===== config.mk =====
export PLATFORM = sky130hd
export DESIGN_NAME = bt_cell
export DESIGN_NICKNAME = d
export VERILOG_FILES = /design/src/rtl/bt_pkg.sv /design/src/rtl/bt_cell.sv
export SDC_FILE = /design/constraint.sdc
export NUM_CORES = 2
export LEC_CHECK = 0
export BUFFER_PORTS_ARGS = -buffer_cell sky130_fd_sc_hd__clkbuf_2
export CAP_MARGIN = 30
export CELL_PAD_IN_SITES_DETAIL_PLACEMENT = 0
export CELL_PAD_IN_SITES_GLOBAL_PLACEMENT = 1
export CORE_MARGIN = 3
export CORE_UTILIZATION = 40
export CTS_BUF_LIST = sky130_fd_sc_hd__clkbuf_8
export CTS_CLUSTER_SIZE = 28
export DETAILED_ROUTE_END_ITERATION = 16
export PLACE_DENSITY = 0.71
export SLEW_MARGIN = 20
export SYNTH_ARGS = -nofsm -noshare
export SYNTH_HDL_FRONTEND = slang
export SYNTH_SLANG_ARGS = --single-unit
export TNS_END_PERCENT = 5

===== constraint.sdc =====
create_clock -name clock -period 31.3 [get_ports clock]
set_clock_uncertainty 0.2 [all_clocks]
set_input_delay 0 -clock clock [delete_from_list [all_inputs] [get_ports clock]]
set_output_delay 0 -clock clock [all_outputs]
set_load 0.02 [all_outputs]

===== src/rtl/bt_pkg.sv =====
// ---------------------------------------------------------------------------
// bt_pkg: shared types and constants for the binomial tree pricer
// Payload structs, register indexes and reset values, and the command set
// that the sequencer broadcasts down the row of node cells.
// ---------------------------------------------------------------------------
package bt_pkg;

   localparam int VAL_W   = 32;
   localparam int STEP_W  = 7;
   localparam int INDEX_W = 3;

   localparam logic [VAL_W-1:0] ONE_Q31 = 32'h8000_0000;

   typedef enum logic [INDEX_W-1:0] {
      CSR_STEP_COUNT      = 3'd0,
      CSR_IS_PUT          = 3'd1,
      CSR_UP_FACTOR       = 3'd2,
      CSR_DOWN_FACTOR     = 3'd3,
      CSR_UP_PROBABILITY  = 3'd4,
      CSR_DISCOUNT_FACTOR = 3'd5
   } csr_index_type;

   localparam logic [STEP_W-1:0] RST_STEP_COUNT      = 7'd4;
   localparam logic              RST_IS_PUT          = 1'b0;
   localparam logic [VAL_W-1:0]  RST_UP_FACTOR       = 32'd1104966000;
   localparam logic [VAL_W-1:0]  RST_DOWN_FACTOR     = 32'd1043408000;
   localparam logic [VAL_W-1:0]  RST_UP_PROBABILITY  = 32'd1096700000;
   localparam logic [VAL_W-1:0]  RST_DISCOUNT_FACTOR = 32'd2145278000;

   typedef struct packed {
      logic [VAL_W-1:0] spot;
      logic [VAL_W-1:0] strike;
   } req_type;

   typedef struct packed {
      logic [VAL_W-1:0] option_value;
      logic             saturated;
   } rsp_type;

   typedef struct packed {
      logic [STEP_W-1:0] step_count;
      logic              is_put;
      logic [VAL_W-1:0]  up_factor;
      logic [VAL_W-1:0]  down_factor;
      logic [VAL_W-1:0]  up_probability;
      logic [VAL_W-1:0]  discount_factor;
   } cfg_type;

   // commands to the node cells
   typedef enum logic [2:0] {
      OP_HOLD   = 3'd0,
      OP_LOAD   = 3'd1,
      OP_LEAF   = 3'd2,
      OP_PAYOFF = 3'd3,
      OP_FOLD_A = 3'd4,
      OP_FOLD_B = 3'd5,
      OP_FOLD_C = 3'd6,
      OP_FINISH = 3'd7
   } op_type;

   typedef struct packed {
      op_type           op;
      logic             is_put;
      logic             first;
      logic [VAL_W-1:0] spot;
      logic [VAL_W-1:0] strike;
      logic [VAL_W-1:0] up_factor;
      logic [VAL_W-1:0] down_factor;
      logic [VAL_W-1:0] prob;
      logic [VAL_W-1:0] disc;
   } ctl_type;

   // what a cell shows its left neighbor
   typedef struct packed {
      logic [VAL_W-1:0] cur;
      logic [VAL_W-1:0] val;
      logic             sat;
   } link_type;

endpackage


===== src/rtl/bt_cell.sv =====
// ---------------------------------------------------------------------------
// bt_cell: one node of the tree row
// Holds one node value with its own multiplier. Builds its leaf price by
// repeated multiplies, turns it into a payoff, then folds with the value of
// its right neighbor once per tree level, in fold steps A, B and C.
// ---------------------------------------------------------------------------
module bt_cell import bt_pkg::*; #(
   parameter int CW    = 7,
   parameter int INDEX = 0
) (
   input  logic          clock,
   input  ctl_type       ctl,
   input  logic [CW-1:0] lim,
   input  link_type      right,
   output link_type      left_out
);

   localparam logic [CW-1:0] IDX = CW'(INDEX);

   logic [VAL_W-1:0]   val_ff;
   logic               sat_ff;
   logic               active_ff;
   logic signed [65:0] prod_ff;
   logic [62:0]        acc_ff;

   logic [VAL_W-1:0]   cur;
   logic               use_up;
   logic signed [32:0] mul_a;
   logic signed [32:0] mul_b;
   logic signed [65:0] product;
   logic               leaf_sat;
   logic [VAL_W-1:0]   leaf_val;
   logic [VAL_W-1:0]   payoff;
   logic [65:0]        sum;

   always_comb begin
      // value of this level: fresh payoff on the first level, else last fold
      cur    = ctl.first ? val_ff : prod_ff[62:31];
      use_up = lim > IDX;
      mul_a  = '0;
      mul_b  = '0;
      case (ctl.op)
         OP_LEAF: begin
            mul_a = {1'b0, val_ff};
            mul_b = {1'b0, use_up ? ctl.up_factor : ctl.down_factor};
         end
         OP_FOLD_A: begin
            // p*upper + q*lower == lower*2^31 + p*(upper - lower)
            mul_a = $signed({1'b0, cur}) - $signed({1'b0, right.cur});
            mul_b = {1'b0, ctl.prob};
         end
         OP_FOLD_C: begin
            mul_a = {1'b0, acc_ff[62:31]};
            mul_b = {1'b0, ctl.disc};
         end
         default: begin
            mul_a = '0;
            mul_b = '0;
         end
      endcase
      product  = mul_a * mul_b;
      leaf_sat = |product[63:62];
      leaf_val = leaf_sat ? '1 : product[61:30];
      if (ctl.is_put) begin
         payoff = (ctl.strike > val_ff) ? ctl.strike - val_ff : '0;
      end else begin
         payoff = (val_ff > ctl.strike) ? val_ff - ctl.strike : '0;
      end
      sum = 66'({right.val, 31'b0}) + prod_ff;
   end

   always_ff @(posedge clock) begin
      case (ctl.op)
         OP_LOAD: begin
            val_ff    <= ctl.spot;
            sat_ff    <= 1'b0;
            active_ff <= IDX <= lim;
         end
         OP_LEAF: begin
            if (active_ff) begin
               val_ff <= leaf_val;
               sat_ff <= sat_ff | leaf_sat;
            end
         end
         OP_PAYOFF: val_ff <= payoff;
         OP_FOLD_A: begin
            val_ff  <= cur;
            prod_ff <= product;
         end
         OP_FOLD_B: begin
            acc_ff <= sum[62:0];
            // gather clip flags toward the root
            sat_ff <= sat_ff | right.sat;
         end
         OP_FOLD_C: prod_ff <= product;
         OP_FINISH: val_ff  <= prod_ff[62:31];
         default: begin
         end
      endcase
   end

   assign left_out.cur = cur;
   assign left_out.val = val_ff;
   assign left_out.sat = sat_ff;

endmodule


=== Word-level counts from Yosys, hierarchy flattened ===
Cells that the tools add are included.

* Bits in registers: 160
* Bits in latches: 0
* Bits in writable memories: 0
* Bits in read-only memories: 0
* Input port bits: 270
* Output and inout bits: 65
* Word-level logic and storage cells: 42
* Memories kept: 0

* Add/sub/neg operators: 4
* $mul: 1
* Div/mod/pow operators: 0
* Order comparisons: 4
* Equality and inequality tests: 8
* Shift-type cells: 0
* Multiplexer cells: 12
* Bitwise gates (word level): 2
* Reduce and logical (&&, ||, !) cells: 6

{| class="wikitable"
|+ Operators by type and width
! operator !! number
|-
| $mux W32 || 7
|-
| $pmux W32 S5 || 1
|-
| $pmux W33 S3 || 1
|-
| $pmux W32 S3 || 1
|-
| $gt A32 B32 Y1 || 2
|-
| $mul A33 B33 Y64 || 1
|-
| $sub A32 B32 Y32 || 2
|-
| $add A63 B63 Y63 || 1
|-
| $sub A32 B32 Y33 || 1
|-
| $eq A3 B3 Y1 const B || 4
|-
| $gt A7 B1 Y1 const B || 1
|-
| $le A1 B7 Y1 const A || 1
|-
| $eq A3 B2 Y1 const B || 2
|-
| $reduce_bool A5 Y1 || 1
|-
| $reduce_and A2 Y1 || 2
|-
| $reduce_or A2 Y1 || 2
|-
| $eq A3 B1 Y1 const B || 1
|-
| $pmux W1 S3 || 1
|-
| $reduce_bool A3 Y1 || 1
|-
| $ne A2 B2 Y1 const B || 1
|-
| $or A1 B1 Y1 || 2
|-
| $mux W1 || 1
|}

=== Logic depth before layout (Yosys ltp) ===
* Depth in word-level cells: 8
* Depth in mapped cells: 49
* Mapped depth without buffers: 45

=== Least setup slack after synthesis ===
OpenSTA, ideal clock, no wires.

* Path type: in2reg
* From: input ctl[192] (netlist bit)
* To: register val_ff[12], data pin
* Library setup time: 269 ps
* Arrival: 11301 ps
* Required time: 30831 ps
* Slack: 19529 ps
* Stages on the path: 44
* Path buffers: 4
* Cells stage by stage: clkbuf_1 -> clkbuf_1 -> o21ai_0 -> fa_1 -> a211oi_1 -> nor2_1 -> o41a_1 -> o21ai_1 -> a21oi_1 -> o21a_1 -> o21a_1 -> or2_2 -> xnor2_1 -> o21ai_0 -> a22oi_1 -> clkbuf_1 -> nor2_1 -> fa_1 -> (+8 left out) -> inv_1 -> fa_1 -> inv_1 -> ha_1 -> nand2_1 -> nor4_1 -> nor4b_1 -> nand2_1 -> nor4b_4 -> o21ai_1 -> a21oi_2 -> o22ai_2 -> o31a_1 -> o2bb2ai_2 -> mux2i_4 -> buf_6 -> o21ai_1 -> a21oi_1

{| class="wikitable"
|+ RTL lines
! what !! line !! text
|-
| start, declared || bt_cell.sv:12 || <nowiki>input ctl_type ctl,</nowiki>
|-
| end signal, assigned || bt_cell.sv:75 || <nowiki>val_ff <= ctl.spot;</nowiki>
|-
| end signal, assigned || bt_cell.sv:81 || <nowiki>val_ff <= leaf_val;</nowiki>
|-
| end signal, assigned || bt_cell.sv:85 || <nowiki>OP_PAYOFF: val_ff <= payoff;</nowiki>
|-
| end, declared || bt_cell.sv:20 || <nowiki>logic [VAL_W-1:0] val_ff;</nowiki>
|}

=== Final worst setup path ===
* From: register val_ff[0]
* To: register val_ff[0], data pin

* Cells in the longest elaborated chain, start to end: 8
* Elaborated cells on any way between the ends: 15
* Those cells by class: add/sub (3); mul (1); order compare (2); mux (8); reduce/logical (1)

{| class="wikitable"
|+ RTL lines
! what !! line !! text
|-
| $mux W32 || bt_cell.sv:38 || <nowiki>cur = ctl.first ? val_ff : prod_ff[62:31];</nowiki>
|-
| $sub A32 B32 Y33 || bt_cell.sv:49 || <nowiki>mul_a = $signed({1'b0, cur}) - $signed({1'b0, right.cur});</nowiki>
|-
| $pmux W33 S3 || bt_cell.sv:42 || <nowiki>case (ctl.op)</nowiki>
|-
| $mul A33 B33 Y64 || bt_cell.sv:61 || <nowiki>product = mul_a * mul_b;</nowiki>
|-
| $reduce_or A2 Y1 || bt_cell.sv:62 || <nowiki>leaf_sat = |product[63:62];</nowiki>
|-
| $mux W32 || bt_cell.sv:63 || <nowiki>leaf_val = leaf_sat ? '1 : product[61:30];</nowiki>
|-
| $mux W32 || bt_cell.sv:80 || <nowiki>if (active_ff) begin</nowiki>
|-
| $pmux W32 S5 (*) || bt_cell.sv:73 || <nowiki>case (ctl.op)</nowiki>
|}

Mark *: on every way between the ends. The rest lies on a longest branch, timed or not. The select of a mux whose other input is x is not followed.
A chain may end at the register's enable or synchronous reset.

==> results by stage <==
Synth:
- The commonest cells after synthesis are sky130_fd_sc_hd__inv_1, sky130_fd_sc_hd__fa_1, sky130_fd_sc_hd__nor2_1, sky130_fd_sc_hd__nand2_1, sky130_fd_sc_hd__ha_1.
- The post-synth design cell area is 47,900 sq um.
- After synthesis, the cell types taking the most area are sky130_fd_sc_hd__fa_1, sky130_fd_sc_hd__inv_1, sky130_fd_sc_hd__ha_1.
- After synthesis, the netlist uses 85 different library cells.
- For this run, asynchronously set or reset flops after synthesis account for 0.
- Synthesis produced a netlist with a net count of slightly above 7,000.
- The largest area contributor in the synthesized netlist is sky130_fd_sc_hd__fa_1.
- The most frequent cell after synthesis is sky130_fd_sc_hd__inv_1.
- The flip-flop and latch count after synthesis is around 100.
- The average instance in the mapped netlist occupies 8.70 sq um.
- During synthesis, Yosys emitted a total of 0 warnings.
- The sequential area share after synthesis is 0.0614.
- Yosys mapped a number of flops with a built-in enable equal to ~100.
- In the synthesized netlist the dominant register cell turns out to be sky130_fd_sc_hd__edfxtp_1.
- The share of synthesized area in the top cell type comes to 0.458.
- In the synthesized netlist, the number of instances is ~5,500.

Worst setup path:
- The worst setup path startpoint is val_ff[0].
- STA puts the critical path data arrival time at 13,740 ps.
- The kind of start point of the critical path is a register.
- The start-to-end type of the worst setup path is reg -> reg.
- The kind of capture point of the worst setup path is a register.
- Along the worst path, the maximum fanout reaches 32.
- The cell repeated most along the worst path is sky130_fd_sc_hd__fa_1.
- At the worst endpoint, the required time is around 31,000 ps.
- The startpoint of the most critical register-to-register path is val_ff[0].
- On the worst path, the slowest cell contributes a delay of between 500 and 600 ps.
- The largest individual stage delay along the critical path comes from the cell sky130_fd_sc_hd__fa_1.

GRT:
- The total overflow left after global routing is 0.
- The first global-routing pass estimated around 280 mm of wire.
- The pin count of the biggest net entering global routing is 53.
- The global-route total usage across every layer is 0.296.
- The number of antenna violations at the first check in global routing is 3.
- The number of global-route vias before repair is ~42,000.

STA:
- For the pin with the worst max-slew slack, the measured transition is 1050 ps.
- Setup violations remaining at the end of the flow were counted as 0.
- Dividing the final minimum period by the clock period gives 0.437.
- The relative slew slack is 0.303.
- The shortest period the worst path allows is about 14,000 ps.
- The worst path meets setup with between 15,000 and 20,000 ps of slack.
- For this run, the top clock speed supported by timing is between 70 and 80 MHz.
- The number of max-slew violations in the final report was 0.
- The number of failing hold endpoints at the final stage is 0.
- The aggregate negative setup slack is 0 ps.
- Setup repair after global routing left no endpoint under its margin.

Finish:
- Of the cells placed in the final design, the portion with a size suffix greater than 1 is 0.102.
- 0 antenna diodes ended up in the layout.
- The number of nets in the layout is about 7,500.
- The area growth from synthesis to layout is 9.97%.
- The core occupancy in the finished layout is 0.445.
- The count of fill cells added during filler insertion is between 10,000 and 15,000.

Run:
- The reported max-cap violation count is 0.

Clock tree:
- The clock transition time at the flip-flop clock pins of the worst setup and hold paths is 120 ps.
- The number of gates resized after CTS is 0.
- The clock insertion delay at the later pin of the skew report is just over 400 ps.
- In this run the clock root is driven by a sky130_fd_sc_hd__clkbuf_8.
- The longest clock path from root to sink contains 2 buffers.
- TritonCTS built the clock tree.
- The number of buffers created by CTS is 9.
- The count of clock tree sinks is 98.
- CTS built an H-tree with a depth of 3.

Power and ir drop:
- The design draws 3730 uW.
- Dividing total power by cell area gives a power density of about 71 nW/um^2.
- The worst voltage drop across the vdd grid is just over 90 uV.
- Summed over all cells, the static leakage comes to ~0.027 uW.

Detailed routing:
- The routed wire length per instance is roughly 25 um.
- The residual antenna-violating net count after detailed routing is 0.
- Summed over all layers, the routed wires come to about 180 mm.
- The length of the first detailed-routing pass in iterations is 6.
- Summing over every cut layer, the via total after detailed routing is between 40,000 and 50,000.
- The number of design-rule violations left by the first detailed-router iteration is 3,200.
- In the routed layout, each cell is associated on average with a via count of 5.44.
- The number of remaining DRC errors is 0.

Die:
- The initial utilization of the core area, before any placement, comes to 0.404.
- The placeable core region is 119,000 sq um.
- The area of the die is between 100,000 and 150,000 sq um.
- The die is about 350 um wide.
- The die height is 352 um.
- The number of top-level design ports is between 300 and 400.
- The number of rows in the core area is ~130.

Placed design:
- Summed over all nets, the half-perimeter wirelength after detailed placement is around 150 mm.
- The worst slack after detailed placement is about 17,000 ps.
- The placer's final routability congestion estimate is 0.966.
- Port buffering added 334 buffers.

Worst hold path:
- The startpoint identified for the worst hold timing path is right[9].
- The worst min-delay path category is in -> reg.

Run status:
- The run finished with clean final reports.
==> layout make-up <==
| type | instances | area [sq um] | area share |
|---|---|---|---|
| tap | 1600 | 2000 | 0.0380 |
| clock inverter | 7 | 53.8 | 0.00102 |
| timing repair buffer | 533 | 3430 | 0.0651 |
| inverter | 1217 | 4570 | 0.0866 |
| clock buffer | 9 | 124 | 0.00235 |
| sequential | 98 | 2940 | 0.0558 |
| multi-input combinational | 3924 | 39600 | 0.751 |
==> flip-flops by register name, summed over array words and instances, names as in the netlist <==
name and cells:
val_ff 32, prod_ff 32, sat_ff 1, acc_ff 32
active_ff 1
==> through the flow <==
step	std cells	hold slack, ps	area (sq um)
final	7388	22.6	52700
after floorplan	5510	5.81	47900
after detailed placement	7305	137	51800
after global placement	7297	124	51700
after global routing	7388	22.7	52700
after CTS	7383	5.80	52600
==> repair_timing <==
item                                    CTS  global route
endpoints found under the setup margin    0             0
setup buffers                             0             0
endpoints found under the hold margin    60             0
hold buffers                             62             0
==> report_power, final <==
group	internal [uW]	switching [uW]
sequential	268	45.6
clock	29.6	55.5
combinational	1190	2140
==> final timing paths <==
check                    end  slack, ps  cells after the start
setup / recovery   val_ff[0]      17620                     45
hold / removal    acc_ff[39]         20                      3
setup reg to reg   val_ff[0]      17620                     45
hold reg to reg       sat_ff        410                      1
==> routing by layer <==
metal | wire length, um | global-route usage | vias to the layer above | share of wire
li1 | - | - | 17480 | -
met2 | 87200 | 0.497 | 1630 | 0.48
met4 | 6680 | 0.0871 | 0 | 0.037
met3 | 13200 | 0.0398 | 297 | 0.072
met1 | 75700 | 0.399 | 20807 | 0.41
met5 | 0 | 0 | - | 0
==> cell families (layout without fill, tap and decap cells) <==
family                   count (synthesis)  count (layout)  share of synthesized area
XOR/XNOR                               106             106                     0.0194
other                                    1               1                  0.0000782
multiplexers                           103             103                     0.0225
buffers and inverters                 1488            1766                      0.117
AND/OR/NAND/NOR                       1497            1497                      0.128
flip-flops                              98              98                     0.0614
adder cells (fa/ha/maj)               1410            1410                      0.540
AO/OA/AOI/OAI                          807             807                      0.111
==> worst max-delay path: cells and delay by family (launching register included) <==
family                     cells  cell delay (ps)
adders and majority gates     11             5040
muxes                          2              740
AOI/OAI and AO/OA             16             3820
buffers and inverters          7              930
DFF                            1              510
and+or+nand+nor                9             2190
==> cells in the final DEF, fill, tap and decap left out, types with 30 or more instances in the layout <==
cell,synthesis,final
sky130_fd_sc_hd__inv_1,1216,1217
sky130_fd_sc_hd__fa_1,1096,1096
sky130_fd_sc_hd__nor2_1,683,683
sky130_fd_sc_hd__nand2_1,602,599
sky130_fd_sc_hd__clkbuf_2,1,332
sky130_fd_sc_hd__ha_1,314,314
sky130_fd_sc_hd__a21oi_1,208,202
sky130_fd_sc_hd__buf_4,1,127
sky130_fd_sc_hd__o21ai_0,112,107
sky130_fd_sc_hd__edfxtp_1,98,98
sky130_fd_sc_hd__a21o_1,93,93
sky130_fd_sc_hd__xnor2_1,75,75
sky130_fd_sc_hd__mux2i_1,72,71
sky130_fd_sc_hd__dlygate4sd3_1,0,62
sky130_fd_sc_hd__nand2b_1,50,50
sky130_fd_sc_hd__o21ai_1,42,45
sky130_fd_sc_hd__o22ai_1,56,43
sky130_fd_sc_hd__o21a_1,32,32
sky130_fd_sc_hd__o22a_1,37,32
sky130_fd_sc_hd__xor2_1,31,31
sky130_fd_sc_hd__mux2_2,30,30
Power figures use the tool's default switching activity.
