==> config.mk <==
export PLATFORM = sky130hd
export DESIGN_NAME = bt_ctrl
export DESIGN_NICKNAME = d
export VERILOG_FILES = /design/src/rtl/bt_pkg.sv /design/src/rtl/bt_ctrl.sv
export SDC_FILE = /design/constraint.sdc
export NUM_CORES = 1
export LEC_CHECK = 0
export BUFFER_PORTS_ARGS = -buffer_cell sky130_fd_sc_hd__buf_2
export CELL_PAD_IN_SITES_DETAIL_PLACEMENT = 1
export CELL_PAD_IN_SITES_GLOBAL_PLACEMENT = 1
export CORE_AREA = 2 2 157 159
export DETAILED_ROUTE_END_ITERATION = 12
export DIE_AREA = 0 0 159 161
export PLACE_DENSITY = 0.68
export SLEW_MARGIN = 20
export SYNTH_ARGS = -nofsm -noshare
export SYNTH_HDL_FRONTEND = slang
export SYNTH_SLANG_ARGS = --single-unit
export TNS_END_PERCENT = 10
==> constraint.sdc <==
create_clock -name clock -period 7.4 [get_ports clock]
set_clock_uncertainty 0.2 [all_clocks]
set_input_delay 0.74 -clock clock [delete_from_list [all_inputs] [get_ports clock]]
set_output_delay 0.74 -clock clock [all_outputs]
set_load 0.02 [all_outputs]
==> src/rtl/bt_pkg.sv <==
// ---------------------------------------------------------------------------
// bt_pkg: shared types and constants for the binomial tree pricer
// Payload structs, register indexes and reset values, and the command set
// that the sequencer broadcasts down the row of node cells.
// ---------------------------------------------------------------------------
package bt_pkg;

   localparam int VAL_W   = 32;
   localparam int STEP_W  = 7;
   localparam int INDEX_W = 3;

   localparam logic [VAL_W-1:0] ONE_Q31 = 32'h8000_0000;

   typedef enum logic [INDEX_W-1:0] {
      CSR_STEP_COUNT      = 3'd0,
      CSR_IS_PUT          = 3'd1,
      CSR_UP_FACTOR       = 3'd2,
      CSR_DOWN_FACTOR     = 3'd3,
      CSR_UP_PROBABILITY  = 3'd4,
      CSR_DISCOUNT_FACTOR = 3'd5
   } csr_index_type;

   localparam logic [STEP_W-1:0] RST_STEP_COUNT      = 7'd4;
   localparam logic              RST_IS_PUT          = 1'b0;
   localparam logic [VAL_W-1:0]  RST_UP_FACTOR       = 32'd1104966000;
   localparam logic [VAL_W-1:0]  RST_DOWN_FACTOR     = 32'd1043408000;
   localparam logic [VAL_W-1:0]  RST_UP_PROBABILITY  = 32'd1096700000;
   localparam logic [VAL_W-1:0]  RST_DISCOUNT_FACTOR = 32'd2145278000;

   typedef struct packed {
      logic [VAL_W-1:0] spot;
      logic [VAL_W-1:0] strike;
   } req_type;

   typedef struct packed {
      logic [VAL_W-1:0] option_value;
      logic             saturated;
   } rsp_type;

   typedef struct packed {
      logic [STEP_W-1:0] step_count;
      logic              is_put;
      logic [VAL_W-1:0]  up_factor;
      logic [VAL_W-1:0]  down_factor;
      logic [VAL_W-1:0]  up_probability;
      logic [VAL_W-1:0]  discount_factor;
   } cfg_type;

   // commands to the node cells
   typedef enum logic [2:0] {
      OP_HOLD   = 3'd0,
      OP_LOAD   = 3'd1,
      OP_LEAF   = 3'd2,
      OP_PAYOFF = 3'd3,
      OP_FOLD_A = 3'd4,
      OP_FOLD_B = 3'd5,
      OP_FOLD_C = 3'd6,
      OP_FINISH = 3'd7
   } op_type;

   typedef struct packed {
      op_type           op;
      logic             is_put;
      logic             first;
      logic [VAL_W-1:0] spot;
      logic [VAL_W-1:0] strike;
      logic [VAL_W-1:0] up_factor;
      logic [VAL_W-1:0] down_factor;
      logic [VAL_W-1:0] prob;
      logic [VAL_W-1:0] disc;
   } ctl_type;

   // what a cell shows its left neighbor
   typedef struct packed {
      logic [VAL_W-1:0] cur;
      logic [VAL_W-1:0] val;
      logic             sat;
   } link_type;

endpackage

==> src/rtl/bt_ctrl.sv <==
// ---------------------------------------------------------------------------
// bt_ctrl: sequencer for the tree row
// Takes a request beat, then steps the cells through leaf build, payoff,
// the backward levels and the result strobe.
// ---------------------------------------------------------------------------
module bt_ctrl import bt_pkg::*; #(
   parameter int MAX_STEPS = 64,
   parameter int CW        = $clog2(MAX_STEPS + 1)
) (
   input  logic          clock,
   input  logic          reset,
   input  logic          start,
   output logic          busy,
   input  req_type       req_payload,
   input  cfg_type       cfg,
   output ctl_type       ctl,
   output logic [CW-1:0] lim,
   output logic          strobe
);

   localparam int SW = (CW > STEP_W) ? CW : STEP_W;

   typedef enum logic [7:0] {
      ST_IDLE   = 8'b0000_0001,
      ST_LEAF   = 8'b0000_0010,
      ST_PAYOFF = 8'b0000_0100,
      ST_FOLD_A = 8'b0000_1000,
      ST_FOLD_B = 8'b0001_0000,
      ST_FOLD_C = 8'b0010_0000,
      ST_FINISH = 8'b0100_0000,
      ST_RESULT = 8'b1000_0000
   } state_type;

   state_type        state_ff, state_in;
   logic [CW-1:0]    cnt_ff, cnt_in;
   logic [CW-1:0]    n_ff, n_in;
   logic             first_ff, first_in;
   logic [VAL_W-1:0] strike_ff, strike_in;

   logic [SW-1:0]    step_ext;
   logic [CW-1:0]    n_eff;
   logic             accept;

   always_comb begin
      step_ext = SW'(cfg.step_count);
      n_eff    = (step_ext > SW'(MAX_STEPS)) ? CW'(MAX_STEPS) : CW'(step_ext);
      busy     = state_ff != ST_IDLE;
      accept   = start && !busy;
      strobe   = state_ff == ST_RESULT;

      state_in  = state_ff;
      cnt_in    = cnt_ff;
      n_in      = n_ff;
      first_in  = first_ff;
      strike_in = strike_ff;
      ctl.op    = OP_HOLD;
      lim       = cnt_ff;

      case (state_ff)
         ST_IDLE: begin
            lim = n_eff;
            if (accept) begin
               ctl.op    = OP_LOAD;
               strike_in = req_payload.strike;
               cnt_in    = n_eff;
               n_in      = n_eff;
               state_in  = (n_eff == '0) ? ST_PAYOFF : ST_LEAF;
            end
         end
         ST_LEAF: begin
            ctl.op = OP_LEAF;
            cnt_in = cnt_ff - CW'(1);
            if (cnt_ff == CW'(1)) begin
               state_in = ST_PAYOFF;
            end
         end
         ST_PAYOFF: begin
            ctl.op   = OP_PAYOFF;
            cnt_in   = n_ff;
            first_in = 1'b1;
            state_in = (n_ff == '0) ? ST_RESULT : ST_FOLD_A;
         end
         ST_FOLD_A: begin
            ctl.op   = OP_FOLD_A;
            state_in = ST_FOLD_B;
         end
         ST_FOLD_B: begin
            ctl.op   = OP_FOLD_B;
            state_in = ST_FOLD_C;
         end
         ST_FOLD_C: begin
            ctl.op   = OP_FOLD_C;
            first_in = 1'b0;
            if (cnt_ff == CW'(1)) begin
               state_in = ST_FINISH;
            end else begin
               cnt_in   = cnt_ff - CW'(1);
               state_in = ST_FOLD_A;
            end
         end
         ST_FINISH: begin
            ctl.op   = OP_FINISH;
            state_in = ST_RESULT;
         end
         ST_RESULT: state_in = ST_IDLE;
         default:   state_in = ST_IDLE;
      endcase

      ctl.is_put      = cfg.is_put;
      ctl.first       = first_ff;
      ctl.spot        = req_payload.spot;
      ctl.strike      = strike_ff;
      ctl.up_factor   = cfg.up_factor;
      ctl.down_factor = cfg.down_factor;
      ctl.prob        = (cfg.up_probability > ONE_Q31) ? ONE_Q31 : cfg.up_probability;
      ctl.disc        = (cfg.discount_factor > ONE_Q31) ? ONE_Q31 : cfg.discount_factor;
   end

   always_ff @(posedge clock) begin
      if (reset) begin
         state_ff <= ST_IDLE;
         cnt_ff   <= '0;
         n_ff     <= '0;
         first_ff <= 1'b0;
      end else begin
         state_ff <= state_in;
         cnt_ff   <= cnt_in;
         n_ff     <= n_in;
         first_ff <= first_in;
      end
      strike_ff <= strike_in;
   end

endmodule

* After elaboration in Yosys (flattened, before gate mapping)
Cells that the tools add are included.
** Operators by class
- Multipliers :: 0
- Shift-type cells :: 0
- Bitwise operators :: 0
- Add/subtract/negate cells :: 1
- Reductions and logical operators :: 9
- Multiplexer cells :: 16
- Divide/modulo/power cells :: 0
- Equal/unequal tests :: 13
- $lt $le $gt $ge :: 3
** Operators by type and width (count)
- 32-bit greater-than comparator, second input constant :: 2
- 32-bit 2-to-1 mux :: 2
- 8-bit case mux with 7 select lines :: 1
- 7-bit 2-to-1 mux :: 5
- 7-bit case mux with 4 select lines :: 1
- 8-bit 2-to-1 mux :: 3
- 3-bit case mux with 7 select lines :: 1
- 7-bit logical NOT :: 2
- 8-bit by 1-bit equality test with 1-bit output, second input constant :: 1
- 8-bit by 2-bit equality test with 1-bit output, second input constant :: 1
- 8-bit by 3-bit equality test with 1-bit output, second input constant :: 1
- 8-bit by 4-bit equality test with 1-bit output, second input constant :: 1
- 8-bit by 5-bit equality test with 1-bit output, second input constant :: 1
- 8-bit by 6-bit equality test with 1-bit output, second input constant :: 1
- 8-bit by 7-bit equality test with 1-bit output, second input constant :: 1
- 8-bit equality test, second input constant :: 1
- 8-bit by 1-bit != test with 1-bit output, second input constant :: 1
- 7-bit by 1-bit equality test with 1-bit output, second input constant :: 1
- 7-bit greater-than comparator, second input constant :: 1
- 7-bit by 1-bit subtractor with 7-bit output, second input constant :: 1
- 2-bit != test, second input constant :: 3
- 2-bit AND reduction :: 2
- 4-bit nonzero test :: 1
- 3-bit 2-to-1 mux :: 1
- other kinds (6) :: 6
** Storage, ports and cells
- Memories kept :: 0
- Bits in latches :: 0
- Memory bits (read-only) :: 0
- Output and inout bits :: 206
- Memory bits (writable) :: 0
- Register bits :: 55
- Bits of input ports :: 203

* Longest topological paths before layout
Gate-level depths: netlist of run 1.
- Word-level depth :: 6
- Depth in mapped cells :: 8

* Least setup slack after synthesis of run 1
OpenSTA, ideal clock, no wires.
- Path type :: register to output
- Start point :: register state_ff[4]
- End point :: output ctl[194] (netlist bit)
- Path slack :: 4.347 ns
- Data required time :: 6.460 ns
- Stages on the path, launching flop included :: 6
- Arrival :: 2.113 ns
- Buffers on the path :: 1
- Cells stage by stage :: dfxtp_1 > buf_2 > nor4_2 > nand4_1 > inv_2 > or3_1
** RTL lines
- from (decl) :: line bt_ctrl.sv:34 : state_type state_ff, state_in;
- from (signal assigned) :: line bt_ctrl.sv:126 : state_ff <= state_in;
- to (decl) :: line bt_ctrl.sv:16 : output ctl_type ctl,

==> results.md, run 1 <==
| Item | This run | Unit |
| --- | --- | --- |
| Status | finished, final reports clean | - |
| Synthesized area | 0.00373 | mm^2 |
| Deepest clock path buffer count | 2 | - |
| Multi-input logic area | 0.00146 | mm^2 |
| TritonCTS sink count | 55 | - |
| Root buffer cell | clkbuf_16 | - |
| Hold/Removal Path Class | flop to flop | - |
| Instance count of the mapped netlist | 407 | - |
| WL/cell | 16.2 | um |
| Dominant synthesized flop cell | edfxtp_1 | - |
| Flop-to-flop setup slack | 4570 | ps |
| Tightest slew margin relative to the limit | 0.455 | - |
| Synthesized area per cell | 9.17 | um^2 |
| Count of vias placed by the detailed router | 3,305 | - |
| Worst Max-Slew Pin Slew | 811 | ps |
| Hold worst-path end | first_ff$_SDFFE_PP0P_ | - |
| Final setup vio count | 0 | - |
| Category of the worst setup path capture point | output pin | - |
| Detailed-routing iteration count for the pre-antenna-repair pass | 4 | - |
| Total grt overflow | 0 | - |
| Sequential Area | 0.00142 | mm^2 |
| Hold bufs inserted after CTS | 0 | - |
| Area enclosed by the die boundary | 0.0256 | mm^2 |
| Delay-heaviest family, CP | simple AND/OR/NAND/NOR gates | - |
| Most common library cell in the layout ignoring fill and taps | buf_2 | - |
| Overall die height | 161 | um |
| Leakage power figure | 2.03 | nW |
| Unrepaired setup endpoints after global routing | false | - |
| Origin of the worst setup path | state_ff[4]$_SDFFE_PP0P_ | - |
| Number of antenna violations at the first check in global routing | 0 | - |
| Std cell rows | 57 | - |
| Maximum clock frequency | 258 | MHz |
| Number of inserted diodes | 0 | - |
| Cell at the slowest stage of the critical path | inv_2 | - |
| Num CTS Buffers | 5 | - |
| Syn Nets | 612 | - |
| Worst Path Arrival | 2930 | ps |
| Routability congestion estimate | 0.812 | - |
| Worst hold path depth | 2 | - |
| Total setup buffers inserted after CTS | 0 | - |
| First-pass GRT wire length | 20,100 | um |
| Worst EP required | 6460 | ps |
| Startpoint of the most critical register-to-register path | state_ff[4]$_SDFFE_PP0P_ | - |
| Initial cell density of the core | 0.156 | - |
| Origin of the worst min-delay path | first_ff$_SDFFE_PP0P_ | - |
| Cell Count, Final, Fillers Out | 837 | - |
| Violation count after the first detailed-route iteration | 127 | - |
| Final Cycle Share | 0.523 | - |
| Cells traversed along the worst timing path | nor4_2, nand4_1, inv_2, or3_1, buf_2 | - |
| Stages on the worst setup path | 5 | - |
| Count of unique library cells instantiated by Yosys | 45 | - |
| Number of remaining DRC errors | 0 | - |
| Die X | 159 | um |
| TritonCTS clock tree | done | - |
| Top-level port count | 409 | - |
| Asr flop ratio synth | 0 | - |
| Crit path buffers/inverters | 2 | - |
| CTS resizes | 0 | - |
| Number of nets still failing antenna checks after routing | 0 | - |
| Aggregate negative setup slack | 0 | ps |
| Layout cells sized above 1 | 0.452 | - |
| Post-detailed-placement half-perimeter wirelength | 11,600 | um |
| Endpoint of the lowest-slack register-to-register path | strike_ff[18]$_DFFE_PP_ | - |
| Max-capacitance violation count | 0 | - |
| Syn. warnings | 0 | - |
| Std-Cell Core Area | 0.0240 | mm^2 |
| Critical path launch point type | flop | - |
| Fill cell total of the finished layout | 2,915 | - |
| Total global routing track utilization | 0.0999 | - |
| Vias per Instance | 3.95 | - |
| WHS | 307 | ps |
| Skew-Pair Late Insertion Delay | 290 | ps |
| Port Buffer Count | 214 | - |
| R2R cell count | 3 | - |
| Area grow syn2layout | 21.9 | % |
| Area post-placement | 0.00441 | mm^2 |
| Leading cell types in the layout, fill and taps excluded | buf_2 (214), and2_1 (62), edfxtp_1 (32) | - |
| Fin. Hold Viols | 0 | - |
| Final instance area | 0.00455 | mm^2 |
| Final max-slew violation count | 0 | - |
| Total of flip-flops plus latches after synthesis | 55 | - |
| Final nets | 717 | - |
| Pin count of the biggest net entering global routing | 34 | - |
| Register clock-pin slew on the reported worst setup and hold paths | 70 | ps |
| Dpl cells | 829 | - |
| Minimum clock period | 3870 | ps |
| Number of enable-type register cells in the synthesized netlist | 32 | - |
| Largest incremental delay on the critical path | 730 | ps |
| Power density of the placed cells | 191 | mW/mm^2 |
| Share of synthesized area occupied by flip-flops and latches | 0.381 | - |
| Category of the most critical setup path | flop to output pin | - |
| WL final | 13,600 | um |
| Crit path max fanout | 33 | - |
| Via count of the first global-routing pass | 3,488 | - |
| H-tree depth | 2 | - |
| Highest ir drop seen on vdd | 0.0758 | mV |
## worst max path at each step
stage / slack [ps] / to
6_report: 3530 / ctl[194]
2_1_floorplan: 4350 / ctl[194]
3_5_place_dp: 3820 / ctl[194]
4_1_cts: 3470 / ctl[194]
3_3_place_gp: 3870 / ctl[194]
5_1_grt: 3280 / ctl[194]
## cells by family (layout without fill, tap and decap cells)
kind of cell,after synthesis,count (layout),share of synthesized area
simple gates,164,164,0.256
xor+xnor,7,7,0.0164
mux,12,12,0.0342
compound gates,40,40,0.0771
buf+inv,127,233,0.229
flops,55,55,0.381
fa+ha+maj,2,2,0.00670
## Yosys cell counts (all sizes together) (3+ instances only)
library cell    n  share of area
inv             8         0.0080
a21oi          12          0.016
mux2i           6          0.016
clkbuf         15          0.015
mux2            6          0.018
nor4b           5          0.012
a22oi           4         0.0080
xnor2           3         0.0070
nor4           19          0.034
or4             4         0.0090
nor3           10          0.015
or3             3         0.0050
dfxtp          23           0.12
xor2            4         0.0094
and2           62           0.10
a221oi          6          0.014
nor2           23          0.023
nand2          11          0.011
o21ai           6         0.0080
nor2b          10          0.017
buf           104           0.21
nand4           7          0.012
edfxtp         32           0.26
nand3           5         0.0067
## worst reg2reg max path, stage by stage (launching register included)
cell and delay, ps:
dfxtp_1 430, nor4_2 480, nand4_1 600, inv_2 740
## final cells by class
type	count	area share
Multi-Input combinational cell	225	0.321
Sequential cell	55	0.312
Timing Repair Buffer	217	0.240
Tap cell	324	0.0891
Clock buffer	6	0.0283
Inverter	8	0.00660
Clock inverter	2	0.00275
## registers in the layout, summed over array words and instances, names as in the netlist
name	count
cnt_ff	7
strike_ff	32
state_ff	8
n_ff	7
first_ff	1
## per-stage QoR
step / setup slack (ps) / total power, mW / utilization
finish: 3530 / 0.870 / 0.190
global route: 3280 / 0.916 / 0.190
CTS: 3470 / 0.882 / 0.190
detailed placement: 3820 / 0.650 / 0.184
global placement: 3870 / 0.645 / 0.184
floorplan: 4350 / 0.619 / -
## power breakdown
part / leakage (nW) / switching [mW] / internal (mW)
Clock: 0.0630 / 0.105 / 0.125
Sequential: 0.492 / 0.0199 / 0.357
Combinational: 1.47 / 0.165 / 0.0988
Total: 2.03 / 0.290 / 0.580
## layer usage
metal | part of all wire | up-vias | wire length, um | track usage
li1 | - | 1528 | - | -
met1 | 0.34 | 1514 | 4600 | 0.0931
met2 | 0.52 | 235 | 7070 | 0.192
met3 | 0.12 | 28 | 1620 | 0.0455
met4 | 0.022 | 0 | 297 | 0.0335
met5 | 0 | - | 0 | 0
No activity file was read; power rests on OpenSTA's default activity.
==> run 2: changes to the inputs <==
--- a/config.mk
+++ b/config.mk
@@ -8,10 +8,10 @@
 export BUFFER_PORTS_ARGS = -buffer_cell sky130_fd_sc_hd__buf_2
 export CELL_PAD_IN_SITES_DETAIL_PLACEMENT = 1
 export CELL_PAD_IN_SITES_GLOBAL_PLACEMENT = 1
-export CORE_AREA = 2 2 157 159
+export CORE_AREA = 2 2 160 162
 export DETAILED_ROUTE_END_ITERATION = 12
-export DIE_AREA = 0 0 159 161
-export PLACE_DENSITY = 0.68
+export DIE_AREA = 0 0 162 164
+export PLACE_DENSITY = 0.66
 export SLEW_MARGIN = 20
 export SYNTH_ARGS = -nofsm -noshare
 export SYNTH_HDL_FRONTEND = slang
==> constraint.sdc (replaced) <==
create_clock -name clock -period 4 [get_ports clock]
set_clock_uncertainty 0.2 [all_clocks]
set_input_delay 0.4 -clock clock [delete_from_list [all_inputs] [get_ports clock]]
set_output_delay 0.4 -clock clock [all_outputs]
set_load 0.02 [all_outputs]
==> results.md, run 2 (same netlist as run 1, synthesis figures left out) <==
| Item | This run | Unit |
| --- | --- | --- |
| Fin. Hold Viols | 0 | - |
| Dpl cells | 838 | - |
| Flip-flop count of the largest register, all copies and words added | 32 | - |
| Initial cell density of the core | 0.150 | - |
| Worst Path Arrival | 2750 | ps |
| Sequential Area | 0.00142 | mm^2 |
| Hold/Removal Path Class | input port to flop | - |
| Port Buffer Count | 214 | - |
| Status | finished, final reports clean | - |
| Layout cells sized above 1 | 0.455 | - |
| Leading cell types in the layout, fill and taps excluded | buf_2 (214), and2_1 (62), edfxtp_1 (32) | - |
| Crit path max fanout | 19 | - |
| Num CTS Buffers | 5 | - |
| NetSw | 529 | uW |
| Tightest slew margin relative to the limit | 0.568 | - |
| Count of vias placed by the detailed router | 3,267 | - |
| Die X | 162 | um |
| Total global routing track utilization | 0.0927 | - |
| Final Cycle Share | 0.837 | - |
| Fill cell total of the finished layout | 3,032 | - |
| WL final | 13,100 | um |
| Core Util, Final | 0.185 | - |
| Top-level port count | 409 | - |
| Biggest regs | strike_ff: 32 flops, state_ff: 8 flops | - |
| Highest ir drop seen on vdd | 0.246 | mV |
| Crit path buffers/inverters | 2 | - |
| Power density of the placed cells | 351 | mW/mm^2 |
| Std cell rows | 58 | - |
| Category of the worst setup path capture point | output pin | - |
| Number of inserted diodes | 0 | - |
| Largest reg by FF count | strike_ff | - |
| Total grt overflow | 0 | - |
| TritonCTS clock tree | done | - |
| Hold bufs inserted after CTS | 0 | - |
| Deepest clock path buffer count | 2 | - |
| Internal power of the cells | 1.08 | mW |
| Root buffer cell | clkbuf_16 | - |
| Vias per Instance | 3.86 | - |
| Unrepaired setup endpoints after global routing | false | - |
| Routability congestion estimate | 0.806 | - |
| Worst EP required | 3400 | ps |
| Clock Power Share | 0.262 | - |
| Leakage power figure | 2.05 | nW |
| Violation count after the first detailed-route iteration | 96 | - |
| Pin count of the biggest net entering global routing | 32 | - |
| Combinational Power Share | 0.306 | - |
| Critical path launch point type | flop | - |
| TritonCTS sink count | 55 | - |
| Startpoint of the most critical register-to-register path | state_ff[4]$_SDFFE_PP0P_ | - |
| First-pass GRT wire length | 19,000 | um |
| Total setup buffers inserted after CTS | 0 | - |
| Cell Count, Final, Fillers Out | 846 | - |
| Multi-input logic area | 0.00146 | mm^2 |
| WL/cell | 15.5 | um |
| Number of antenna violations at the first check in global routing | 0 | - |
| CTS resizes | 0 | - |
| Overall die height | 164 | um |
| Final instance area | 0.00458 | mm^2 |
| Max-capacitance violation count | 0 | - |
| Origin of the worst min-delay path | req_payload[16] | - |
| Cell at the slowest stage of the critical path | nand4_1 | - |
| Number of nets still failing antenna checks after routing | 0 | - |
| H-tree depth | 2 | - |
| Area grow syn2layout | 22.8 | % |
| Origin of the worst setup path | state_ff[4]$_SDFFE_PP0P_ | - |
| Post-detailed-placement half-perimeter wirelength | 11,200 | um |
| Area enclosed by the die boundary | 0.0266 | mm^2 |
| Final setup vio count | 0 | - |
| Number of remaining DRC errors | 0 | - |
| Register clock-pin slew on the reported worst setup and hold paths | 70 | ps |
| Most common library cell in the layout ignoring fill and taps | buf_2 | - |
| Via count of the first global-routing pass | 3,308 | - |
| Delay-heaviest family, CP | simple AND/OR/NAND/NOR gates | - |
| Final max-slew violation count | 0 | - |
| Flop pwr share | 0.433 | - |
| Cells traversed along the worst timing path | nor4_2, nand4_1, inv_2, or3_1, buf_2 | - |
| Category of the most critical setup path | flop to output pin | - |
| Worst Max-Slew Pin Slew | 647 | ps |
| Maximum clock frequency | 299 | MHz |
| Aggregate negative setup slack | 0 | ps |
| Final nets | 720 | - |
| Std-Cell Core Area | 0.0248 | mm^2 |
| Switching Fraction | 0.329 | - |
| Detailed-routing iteration count for the pre-antenna-repair pass | 4 | - |
| Minimum clock period | 3350 | ps |
| Largest incremental delay on the critical path | 610 | ps |
| Area post-placement | 0.00444 | mm^2 |
| Skew-Pair Late Insertion Delay | 290 | ps |
-- run 2: changes by cell type in the layout (fill, tap and decap cells not counted), sizes merged --
cell      change
buf           +3
clkbuf        -1
clkinv        +2
clkinvlp      -1
-- run 2: layer usage --
metal | part of all wire | up-vias | global-route usage | wire length [um]
li1 | - | 1528 | - | -
met1 | 0.33 | 1446 | 0.0886 | 4300
met2 | 0.52 | 276 | 0.177 | 6760
met3 | 0.14 | 17 | 0.0467 | 1840
met4 | 0.014 | 0 | 0.0213 | 177
met5 | 0 | - | 0 | 0
-- run 2: power groups by stage --
stage	Combinational, mW	Sequential [mW]	Clock (mW)
floorplan	0.412	0.733	0
global placement	0.493	0.710	0
detailed placement	0.497	0.710	0
CTS	0.499	0.697	0.437
global route	0.542	0.702	0.451
finish	0.492	0.696	0.421
-- run 2: cell type report --
class,instances,area share
sequential,55,0.310
tap,330,0.0901
multi-input combinational,225,0.318
clock inverter,3,0.00437
inverter,8,0.00655
timing repair buffer,220,0.243
clock buffer,5,0.0273
-- run 2: final timing paths --
check             slack (ps)                 endpoint  depth (start not counted)
setup reg to reg        1110  strike_ff[27]$_DFFE_PP_                          4
hold / removal            80  strike_ff[16]$_DFFE_PP_                          1
setup / recovery         650                 ctl[194]                          5
hold reg to reg          300    first_ff$_SDFFE_PP0P_                          2
-- run 2: metrics by stage --
| stage | power [mW] | hold WS [ps] | setup WS (ps) |
|---|---|---|---|
| final | 1.61 | 83.1 | 652 |
| after global routing | 1.69 | 78.4 | 396 |
| after CTS | 1.63 | 75.9 | 611 |
| after detailed placement | 1.21 | 296 | 942 |
| after global placement | 1.20 | 282 | 996 |
| after floorplan | 1.14 | 268 | 1290 |
